## src/sv/thbf_pkg.sv

```systemverilog
// Shared constants and action codes for the two-hash Bloom filter.
package thbf_pkg;

  localparam int FILTER_BITS_DEF = 1024;

  // Seed of the first hash and shift behind both multipliers (33 = 32+1, 31 = 32-1)
  localparam int H1_SEED    = 5381;
  localparam int HASH_SHIFT = 5;

  // Bit array is held as rows of ROW_BITS bits
  localparam int ROW_LOG  = 5;
  localparam int ROW_BITS = 1 << ROW_LOG;

  localparam logic [1:0] ACT_INSERT = 2'd0;
  localparam logic [1:0] ACT_QUERY  = 2'd1;
  localparam logic [1:0] ACT_CLEAR  = 2'd2;

endpackage

```

## src/sv/two_hash_bloom_filter.sv

```systemverilog
// Top level of the two-hash Bloom filter: front end, command queue and bit-array engine.
//
// Key bytes are taken one per clock while start is high and busy is low; the two hashes
// update in the same cycle. The item that carries last_byte hands one command to a
// two-entry queue, and busy rises only while that queue is full or the array is cleared
// after reset. The bit array is a memory of FILTER_BITS/32 rows with two registered read
// ports and one write port; its engine reads both rows for each command, writes both rows
// of an insert or zeroes every row for a clear, and then goes idle for the next command.
// After reset the array is swept to zero (32 rows at default size) with busy held high.
// Each result appears for exactly one cycle on out_valid; the receiver cannot stall it.
module two_hash_bloom_filter import thbf_pkg::*; #(
  parameter int FILTER_BITS = FILTER_BITS_DEF
) (
  input  logic       clk,
  input  logic       rst_n,
  input  logic       start,
  output logic       busy,
  input  logic [1:0] in_action,
  input  logic [7:0] in_key_byte,
  input  logic       in_has_byte,
  input  logic       in_last_byte,
  output logic       out_valid,
  output logic       out_maybe_present,
  output logic [1:0] out_done_action
);

  localparam int HW = $clog2(FILTER_BITS);
  localparam int QW = 2 + 2 * HW;

  logic          accept;
  logic          q_push;
  logic [QW-1:0] q_push_data;
  logic          q_pop;
  logic          q_full;
  logic          q_not_empty;
  logic [QW-1:0] q_head;
  logic          init_busy;

  assign busy   = q_full || init_busy;
  assign accept = start && !busy;

  thbf_front #(.FILTER_BITS(FILTER_BITS)) u_front (
    .clk       (clk),
    .rst_n     (rst_n),
    .accept    (accept),
    .action    (in_action),
    .key_byte  (in_key_byte),
    .has_byte  (in_has_byte),
    .last_byte (in_last_byte),
    .push      (q_push),
    .push_data (q_push_data)
  );

  thbf_queue #(.W(QW)) u_queue (
    .clk       (clk),
    .rst_n     (rst_n),
    .push      (q_push),
    .push_data (q_push_data),
    .pop       (q_pop),
    .full      (q_full),
    .not_empty (q_not_empty),
    .head      (q_head)
  );

  thbf_back #(.FILTER_BITS(FILTER_BITS)) u_back (
    .clk         (clk),
    .rst_n       (rst_n),
    .cmd_valid   (q_not_empty),
    .cmd         (q_head),
    .pop         (q_pop),
    .init_busy   (init_busy),
    .res_valid   (out_valid),
    .res_present (out_maybe_present),
    .res_action  (out_done_action)
  );

  // a command is never pushed into a full queue
  a_no_overflow: assert property (@(posedge clk) disable iff (!rst_n)
    q_push |-> !q_full)
    else $error("command pushed into full queue");

  // the engine only takes a command that is there
  a_no_underflow: assert property (@(posedge clk) disable iff (!rst_n)
    q_pop |-> q_not_empty)
    else $error("command popped from empty queue");

  // the engine works on one command at a time, so results never come in adjacent cycles
  a_result_spacing: assert property (@(posedge clk) disable iff (!rst_n)
    out_valid |=> !out_valid)
    else $error("results in adjacent cycles");

  // no result and no command taken while the array is still being swept after reset
  a_no_result_in_init: assert property (@(posedge clk) disable iff (!rst_n)
    init_busy |-> !out_valid && !q_pop)
    else $error("activity during initial clear");

endmodule

```

## src/sv/thbf_front.sv

```systemverilog
// Front end: folds key bytes into both hashes and issues one command per key.
module thbf_front import thbf_pkg::*; #(
  parameter int FILTER_BITS = FILTER_BITS_DEF,
  localparam int HW = $clog2(FILTER_BITS),
  localparam int QW = 2 + 2 * HW
) (
  input  logic          clk,
  input  logic          rst_n,
  input  logic          accept,
  input  logic [1:0]    action,
  input  logic [7:0]    key_byte,
  input  logic          has_byte,
  input  logic          last_byte,
  output logic          push,
  output logic [QW-1:0] push_data
);

  localparam logic [HW-1:0] H1_START = HW'(H1_SEED % FILTER_BITS);

  logic [HW-1:0] h1_r, h1_nxt;
  logic [HW-1:0] h2_r, h2_nxt;
  logic [HW-1:0] h1_upd, h2_upd;
  logic [HW-1:0] h1_cur, h2_cur;
  logic [31:0]   char_ext;
  logic [HW-1:0] char_val;

  // Sign-extend as a C char, then keep the low hash bits
  assign char_ext = {{24{key_byte[7]}}, key_byte};
  assign char_val = char_ext[HW-1:0];

  assign h1_upd = (h1_r << HASH_SHIFT) + h1_r + char_val;
  assign h2_upd = (h2_r << HASH_SHIFT) - h2_r + char_val;

  assign h1_cur = has_byte ? h1_upd : h1_r;
  assign h2_cur = has_byte ? h2_upd : h2_r;

  assign push      = accept && last_byte;
  assign push_data = {action, h1_cur, h2_cur};

  always_comb begin
    h1_nxt = h1_r;
    h2_nxt = h2_r;
    if (accept) begin
      if (last_byte) begin
        // restart both hashes for the next key
        h1_nxt = H1_START;
        h2_nxt = '0;
      end else begin
        h1_nxt = h1_cur;
        h2_nxt = h2_cur;
      end
    end
  end

  always_ff @(posedge clk) begin
    if (!rst_n) begin
      h1_r <= H1_START;
      h2_r <= '0;
    end else begin
      h1_r <= h1_nxt;
      h2_r <= h2_nxt;
    end
  end

endmodule

```

## src/sv/thbf_queue.sv

```systemverilog
// Two-entry command queue between the front end and the bit-array engine.
module thbf_queue import thbf_pkg::*; #(
  parameter int W = 2
) (
  input  logic         clk,
  input  logic         rst_n,
  input  logic         push,
  input  logic [W-1:0] push_data,
  input  logic         pop,
  output logic         full,
  output logic         not_empty,
  output logic [W-1:0] head
);

  logic [W-1:0] ent_r [2];
  logic         wr_ptr_r, wr_ptr_nxt;
  logic         rd_ptr_r, rd_ptr_nxt;
  logic [1:0]   cnt_r, cnt_nxt;
  logic         do_push, do_pop;

  assign full      = (cnt_r == 2'd2);
  assign not_empty = (cnt_r != 2'd0);
  assign head      = ent_r[rd_ptr_r];
  assign do_push   = push && !full;
  assign do_pop    = pop && not_empty;

  always_comb begin
    wr_ptr_nxt = wr_ptr_r ^ do_push;
    rd_ptr_nxt = rd_ptr_r ^ do_pop;
    cnt_nxt    = cnt_r + {1'b0, do_push} - {1'b0, do_pop};
  end

  always_ff @(posedge clk) begin
    if (!rst_n) begin
      wr_ptr_r <= 1'b0;
      rd_ptr_r <= 1'b0;
      cnt_r    <= 2'd0;
    end else begin
      wr_ptr_r <= wr_ptr_nxt;
      rd_ptr_r <= rd_ptr_nxt;
      cnt_r    <= cnt_nxt;
    end
  end

  always_ff @(posedge clk) begin
    if (do_push) begin
      ent_r[wr_ptr_r] <= push_data;
    end
  end

endmodule

```

## src/sv/thbf_back.sv

```systemverilog
// Back end: executes insert, query and clear commands on the row-organised bit array.
module thbf_back import thbf_pkg::*; #(
  parameter int FILTER_BITS = FILTER_BITS_DEF,
  localparam int HW   = $clog2(FILTER_BITS),
  localparam int QW   = 2 + 2 * HW,
  localparam int RAW  = HW - ROW_LOG,
  localparam int ROWS = FILTER_BITS >> ROW_LOG
) (
  input  logic          clk,
  input  logic          rst_n,
  input  logic          cmd_valid,
  input  logic [QW-1:0] cmd,
  output logic          pop,
  output logic          init_busy,
  output logic          res_valid,
  output logic          res_present,
  output logic [1:0]    res_action
);

  localparam logic [2:0] ST_INIT = 3'd0;
  localparam logic [2:0] ST_IDLE = 3'd1;
  localparam logic [2:0] ST_LOOK = 3'd2;
  localparam logic [2:0] ST_SET1 = 3'd3;
  localparam logic [2:0] ST_SET2 = 3'd4;
  localparam logic [2:0] ST_WIPE = 3'd5;

  localparam logic [RAW-1:0] LAST_ROW = RAW'(ROWS - 1);

  logic [ROW_BITS-1:0] mem [ROWS];

  logic [2:0]          state_r, state_nxt;
  logic [RAW-1:0]      cnt_r, cnt_nxt;
  logic [1:0]          act_r;
  logic [HW-1:0]       i1_r, i2_r;
  logic [ROW_BITS-1:0] rd1_r, rd2_r;
  logic                vld_r, vld_nxt;
  logic                pres_r, pres_nxt;
  logic [1:0]          ract_r, ract_nxt;

  logic [1:0]          q_act;
  logic [HW-1:0]       q_i1, q_i2;
  logic [RAW-1:0]      row1, row2;
  logic [ROW_LOG-1:0]  col1, col2;
  logic [ROW_BITS-1:0] bit1, bit2, row1_set, base2;
  logic                wr_en;
  logic [RAW-1:0]      wr_addr;
  logic [ROW_BITS-1:0] wr_data;

  assign q_act = cmd[QW-1 -: 2];
  assign q_i1  = cmd[2*HW-1 -: HW];
  assign q_i2  = cmd[HW-1:0];

  assign row1 = i1_r[HW-1:ROW_LOG];
  assign row2 = i2_r[HW-1:ROW_LOG];
  assign col1 = i1_r[ROW_LOG-1:0];
  assign col2 = i2_r[ROW_LOG-1:0];
  assign bit1 = ROW_BITS'(1) << col1;
  assign bit2 = ROW_BITS'(1) << col2;

  assign row1_set = rd1_r | bit1;
  // second write must keep the first bit when both land in one row
  assign base2    = (row1 == row2) ? row1_set : rd2_r;

  assign pop       = (state_r == ST_IDLE) && cmd_valid;
  assign init_busy = (state_r == ST_INIT);

  always_comb begin
    state_nxt = state_r;
    cnt_nxt   = cnt_r;
    vld_nxt   = 1'b0;
    pres_nxt  = pres_r;
    ract_nxt  = ract_r;
    wr_en     = 1'b0;
    wr_addr   = cnt_r;
    wr_data   = '0;
    case (state_r)
      ST_INIT, ST_WIPE: begin
        wr_en   = 1'b1;
        cnt_nxt = cnt_r + RAW'(1);
        if (cnt_r == LAST_ROW) begin
          state_nxt = ST_IDLE;
        end
      end
      ST_IDLE: begin
        if (cmd_valid) begin
          state_nxt = ST_LOOK;
        end
      end
      ST_LOOK: begin
        vld_nxt  = 1'b1;
        pres_nxt = rd1_r[col1] & rd2_r[col2];
        ract_nxt = act_r;
        if (act_r == ACT_INSERT) begin
          state_nxt = ST_SET1;
        end else if (act_r == ACT_CLEAR) begin
          cnt_nxt   = '0;
          state_nxt = ST_WIPE;
        end else begin
          state_nxt = ST_IDLE;
        end
      end
      ST_SET1: begin
        wr_en     = 1'b1;
        wr_addr   = row1;
        wr_data   = row1_set;
        state_nxt = ST_SET2;
      end
      ST_SET2: begin
        wr_en     = 1'b1;
        wr_addr   = row2;
        wr_data   = base2 | bit2;
        state_nxt = ST_IDLE;
      end
      default: begin
        state_nxt = ST_INIT;
        cnt_nxt   = '0;
      end
    endcase
  end

  always_ff @(posedge clk) begin
    if (!rst_n) begin
      state_r <= ST_INIT;
      cnt_r   <= '0;
      vld_r   <= 1'b0;
    end else begin
      state_r <= state_nxt;
      cnt_r   <= cnt_nxt;
      vld_r   <= vld_nxt;
    end
  end

  always_ff @(posedge clk) begin
    pres_r <= pres_nxt;
    ract_r <= ract_nxt;
    if (pop) begin
      act_r <= q_act;
      i1_r  <= q_i1;
      i2_r  <= q_i2;
    end
  end

  // array: two registered reads on pop, one write port
  always_ff @(posedge clk) begin
    if (pop) begin
      rd1_r <= mem[q_i1[HW-1:ROW_LOG]];
      rd2_r <= mem[q_i2[HW-1:ROW_LOG]];
    end
    if (wr_en) begin
      mem[wr_addr] <= wr_data;
    end
  end

  assign res_valid   = vld_r;
  assign res_present = pres_r;
  assign res_action  = ract_r;

endmodule

```

## config.mk

```make
export PLATFORM = sky130hd
export DESIGN_NAME = two_hash_bloom_filter
export DESIGN_NICKNAME = d
export VERILOG_FILES = /design/src/sv/thbf_pkg.sv /design/src/sv/two_hash_bloom_filter.sv /design/src/sv/thbf_front.sv /design/src/sv/thbf_queue.sv /design/src/sv/thbf_back.sv
export SDC_FILE = /design/constraint.sdc
export NUM_CORES = 2
export LEC_CHECK = 0
export BUFFER_PORTS_ARGS = -buffer_cell sky130_fd_sc_hd__buf_2
export CORE_ASPECT_RATIO = 1.2
export CORE_UTILIZATION = 55
export CTS_CLUSTER_SIZE = 14
export DETAILED_ROUTE_END_ITERATION = 10
export PLACE_DENSITY_LB_ADDON = 0.3
export SLEW_MARGIN = 10
export SYNTH_ARGS = -nofsm -noshare
export SYNTH_HDL_FRONTEND = slang
export SYNTH_HIERARCHICAL = 1
export SYNTH_SLANG_ARGS = --single-unit
```

## constraint.sdc

```tcl
create_clock -name clk -period 10.3 [get_ports clk]
set_input_delay 0 -clock clk [delete_from_list [all_inputs] [get_ports clk]]
set_output_delay 0 -clock clk [all_outputs]
set_load 0.1 [all_outputs]
```

Yosys cells after proc, flatten, opt, wreduce, memory -nomap -nowiden. Memory sizes are Yosys's and may differ from the RTL's. A register that Yosys moved wholly into a read port is not among the register bits. Index checks and enable logic that the tools add are counted.

Bits in registers: 58. RAM bits: 1068. Input port bits: 15. Word-level logic and storage cells: 87. Memories: 2.

Memory list: u_back.mem (words 32, width 32, rd ports 2, clocked after Yosys merged registers in 2, wr ports 1, line thbf_back.sv:29) `logic [ROW_BITS-1:0] mem [ROWS];`; u_queue.ent_r (words 2, width 22, rd ports 1, clocked after Yosys merged registers in 1, wr ports 1, line thbf_queue.sv:15) `logic [W-1:0] ent_r [2];`.

$add $sub $neg: 7. Magnitude comparators: 2. Equal/unequal tests: 13. Shift-type cells: 2. Mux-type cells: 26. Bitwise operators: 6. Reduce and logical (&&, ||, !) cells: 16.

Operator list (number): $or A32 B32 Y32 (2); $pmux W32 S2 (1); $shl A1 B5 Y32 const A (2); $mux W10 (4); $mux W32 (1); $add A10 B10 Y10 (3); $pmux W3 S5 (1); $pmux W5 S3 (1); $lt A5 B6 Y1 const B (2); $mux W3 (4); $bmux W1 S5 (2); $mux W5 (2); $pmux W5 S2 (1); $sub A10 B10 Y10 (1); $mux W1 (9); $eq A3 B2 Y1 const B (2); $eq A3 B3 Y1 const B (2); $ne A2 B1 Y1 const B (3); $add A5 B1 Y5 const B (1); $eq A5 B5 Y1 (1); $eq A5 B5 Y1 const B (1); $logic_and A1 B1 Y1 (5); $eq A2 B2 Y1 const B (2); $reduce_or A4 Y1 (1); 16 further kinds (18).

Logic depth before layout (Yosys ltp).
Depth after elaboration: 8. Depth in mapped cells: 13. Mapped depth without buffers: 12.

Hierarchy. The synthesis kept the hierarchy.

Modules (own cells, without submodules): thbf_back (times used 1, cells each 2550, area an instance 52344.0 um^2); thbf_front (times used 1, cells each 228, area an instance 2058.2 um^2); thbf_queue (times used 1, cells each 93, area an instance 1850.5 um^2); two_hash_bloom_filter (times used 1, cells each 2, area an instance 13.8 um^2).

Least setup slack after synthesis. No wires, ideal clock.

Path type: flip-flop to flip-flop. Start point: register u_back.state_r[2]. End point: register u_queue.cnt_r[1]. Setup time: 62 ps. Arrival: 10642 ps. Slack: -404 ps. Cell stages (with the launch flop): 11. Path buffers: 3. Cell sequence: dfxtp_1 > buf_2 > buf_2 > buf_2 > nor4_1 > o21a_1 > ha_1 > inv_1 > ha_1 > xnor3_1 > nor2b_2.

RTL lines: from (decl) (line thbf_back.sv:31) `logic [2:0] state_r, state_nxt;`; from (signal assigned) (line thbf_back.sv:127) `state_r <= state_nxt;`; $eq A3 B1 Y1 (line thbf_back.sv:64) `assign pop = (state_r == ST_IDLE) && cmd_valid;`; $logic_and A1 B1 Y1 (line thbf_back.sv:64); net q_pop (line two_hash_bloom_filter.sv:33) `logic q_pop;`; $logic_and A1 B1 Y1 (line thbf_queue.sv:25) `assign do_pop = pop && not_empty;`; $sub A2 B1 Y2 (line thbf_queue.sv:30) `cnt_nxt = cnt_r + {1'b0, do_push} - {1'b0, do_pop};`; to (signal assigned) (line thbf_queue.sv:41) `cnt_r <= cnt_nxt;`; to (decl) (line thbf_queue.sv:18) `logic [1:0] cnt_r, cnt_nxt;`.

The timed path passes the listed nets, and every way through them passes these cells. A chain may end at the register's enable or synchronous reset.

Final worst setup path.
Start point: register u_back.state_r[2]. End point: memory u_back/mem[11][24] in the netlist's numbering (data pin).

Longest elaborated chain between the ends: 2.

RTL lines: $eq A3 B3 Y1 / $eq A3 B2 Y1 (equally long branches) (line thbf_back.sv:76) `case (state_r)`; $pmux W32 S2 * (line thbf_back.sv:76); net u_back.wr_data[24] (line thbf_back.sv:47) `logic [ROW_BITS-1:0] wr_data;`; to (decl) (line thbf_back.sv:29).

Mark *: on every way through the listed nets, which the timed path passes. The rest lies on a longest branch.

==> impl_results.md <==
- Sequential area share after synthesis: 63.0%
- Simple-Gate Fraction of Synth Area: 1.98%
- Max-cap violation count: 0
- CTS Buf Count: 111
- Synth Area in Compound Gates: 4.26%
- Yosys top cell by area: edfxtp_1
- Largest family of logic cells by synthesized area: multiplexers
- Most frequent cells in the layout: 1,157 x edfxtp_1, 524 x mux4_2, 270 x mux2i_1, 112 x clkbuf_16, 70 x a22o_1
- Ports: 20
- Avg Inst Size Synth: 19.6 sq um
- Nets@finish: 2,931
- Via Count: 30,912
- Critical-path top delay cell: o22ai_2
- Yosys warns: 6
- Power Density: 156 mW/mm^2
- Final ANT Viol Nets: 0
- Routed WL per cell: 35.0 um
- Gr usage total: 29.8%
- Detailed placement HPWL: 83.0 mm
- CP max stage delay: 1.12 ns
- Die height: 352 um
- Mapped Cells: 2,873
- Syn Nets: 2,930
- Initial Utilization: 55.5%
- Setup-failing EPs final: 0
- Clk root buf: clkbuf_16
- Slew Limit Fails: 0
- Drt pass-1 iters: 8
- PortBufs: 19
- Placeable core region: 0.101 sq mm
- Period utilization: 43.1%
- FFs w/ async S/R, synth: 0%
- Startpoint types: register
- Hold Slack: 0.0550 ns
- Die W: 294 um
- Max Clock Skew: 0.0475 ns
- Worst skew pair latency: 0.72 ns
- Most common cell after layout, fill and taps aside: edfxtp_1
- Least-Margin Pin Slew: 1.27 ns
- Adder-cell share of the synthesized area: 1.07%
- Final GP Congestion: 0.900
- Multiplexer share of the synthesized area: 26.5%
- Clock Path Buffers: 3
- Max transition margin: 15.0%
- WL final: 152 mm
- Crit-path leading delay family: compound AO/OA/AOI/OAI gates
- Max Clock Freq: 0.225 GHz
- Worst Path Max Fanout: 37
- Tmin final: 4.44 ns
- Area Overhead vs Synth: 9.29%
- Mapped cell area: 0.0563 sq mm
- First-pass GRT wire length: 221 mm
- Seq cells post-synth: 1,191
- Hold Crit Class: in -> reg
- Post-CTS Setup Bufs: 0
- Initial antenna violation count: 1
- Top_reg_cell synth: edfxtp_1
- Vias in the first global route: 32,353
- Clk sinks: 1,191
- Status: completed
- Top cells by area, synth: edfxtp_1 62%, mux4_2 21%, mux2i_1 4.8%
- GRT Residual Overflow: 0
- Critical path, cell by cell: nand3_4 > o22a_2 > o22ai_2
- Setup tns final: 0 ns
- Share of the synthesized area in the top cell type: 61.7%
- Post-synth EDFFs: 1,157
- Vias/cell: 7.13
- Crit end category: register
- CTS tree: built
- Starting DRT DRC Count: 3,891
- CP arrival: 4.75 ns
- Crit Path Class: reg -> reg
- Required time worst endpoint: 10.61 ns
- H-Tree Depth: 3
- Final Hold Violating Endpoints: 0
- Die area: 0.104 sq mm
- Reg clk slew, reported paths: 0.06 ns
- DRC: 0
- Share of cells above drive strength 1: 30.4%
- Leak pwr: 18.9 nW
- XOR/XNOR share of the synthesized area: 0.520%
- Unique masters post-synth: 74
- Largest net degree at the start of global routing: 115
- RSZ-0062 raised after global routing: no
- Peak VDD IR: 131 uV
- Row count: 128
- CP bufs+invs: 0
-- timing repair --
action,4_1_cts,5_1_grt
resized for setup,0,0
hold endpoints to repair,48,0
hold buffers,10,0
-- through the flow --
stage | std cells | setup WS (ns) | util, % | total power [mW] | area, sq um
4_1_cts | 4333 | 6.00 | 60.6 | 9.63 | 61500
6_report | 4336 | 5.86 | 60.7 | 9.59 | 61500
2_1_floorplan | 2873 | 3.41 | - | 5.53 | 56300
3_5_place_dp | 4116 | 5.88 | 57.0 | 5.61 | 57800
3_3_place_gp | 4116 | 5.60 | 57.0 | 5.60 | 57800
5_1_grt | 4333 | 5.73 | 60.6 | 9.81 | 61500
-- cells by family (layout without fill, tap and decap cells) --
family / after synthesis / after routing
AOI/OAI and AO/OA: 318 / 318
xor gates and xnor gates: 31 / 31
adders and majority gates: 42 / 42
buffers and inverters: 249 / 344
DFF: 1191 / 1191
muxes: 828 / 828
other: 0 / 3
and+or+nand+nor: 214 / 214
-- per-layer routing --
metal	vias up	GRT usage, %	wire [um]
met5	-	0.188	12
met4	2	15.0	8150
met3	467	5.75	14900
met2	1835	49.1	75800
met1	16284	37.9	53000
li1	12324	-	-
-- synth_stat cells, drive strengths merged, types with 4 or more instances --
library cell / count
xor2: 10
ha: 32
a21oi: 62
edfxtp: 1157
a22oi: 16
nand3: 21
xnor2: 20
buf: 149
o311a: 4
mux2: 34
nand3b: 8
clkbuf: 66
nor3: 16
and2: 12
nor2: 68
o311ai: 4
nand2b: 14
nand4: 4
nand2: 24
o21a: 8
nor3b: 13
dfxtp: 34
a21o: 5
o22ai: 34
mux4: 524
inv: 34
a221oi: 66
a22o: 71
a32oi: 5
mux2i: 270
fa: 10
o21ai: 22
nor2b: 24
-- sequential cells by signal, indices dropped and copies added, names as in the netlist, 3 cells and up, named ones only --
register and flops:
u_back/cnt_r 5, u_front/h1_r 10, u_front/h2_r 10, u_back/i2_r 10, u_back/mem 1024, u_back/state_r 3
u_back/rd1_r 32, u_back/rd2_r 32, u_queue/ent_r 44, u_back/i1_r 10
-- worst reg2reg max path, cell delays in order, from the launching register on --
cell and delay [ns]:
dfxtp_1 1.07, nand3_4 0.90, o22a_2 0.94, o22ai_2 1.14
-- where the power goes --
part | leakage (nW) | internal [mW] | total (mW) | switching, mW
Sequential | 10.0 | 5.30 | 5.32 | 0.0226
Clock | 1.74 | 2.28 | 4.07 | 1.79
Combinational | 7.18 | 0.0754 | 0.196 | 0.120
Total | 18.9 | 7.65 | 9.59 | 1.93
-- path summary, 6_finish.rpt --
| check | from | to | slack, ns | cells after the start |
|---|---|---|---|---|
| worst max-delay path | u_back/state_r[2] | u_back/mem[11][24] | 5.86 | 3 |
| worst min-delay path | in_action[0] | u_queue/ent_r[1][20] | 0.05 | 2 |
| worst max register to register | u_back/state_r[2] | u_back/mem[11][24] | 5.86 | 3 |
| worst min register to register | u_front/h2_r[9] | u_front/h2_r[9] | 0.48 | 1 |
-- cell type report --
class / count / area (sq um)
Sequential cell: 1191 / 35400
Clock inverter: 70 / 637
Inverter: 34 / 128
Timing Repair Buffer: 103 / 826
Antenna cell: 3 / 7.51
Multi-Input combinational cell: 1433 / 19800
Clock buffer: 137 / 2920
Fill cell: 6942 / 39900
Tap cell: 1365 / 1710
Note: power is estimated with default switching activity, not from simulation.
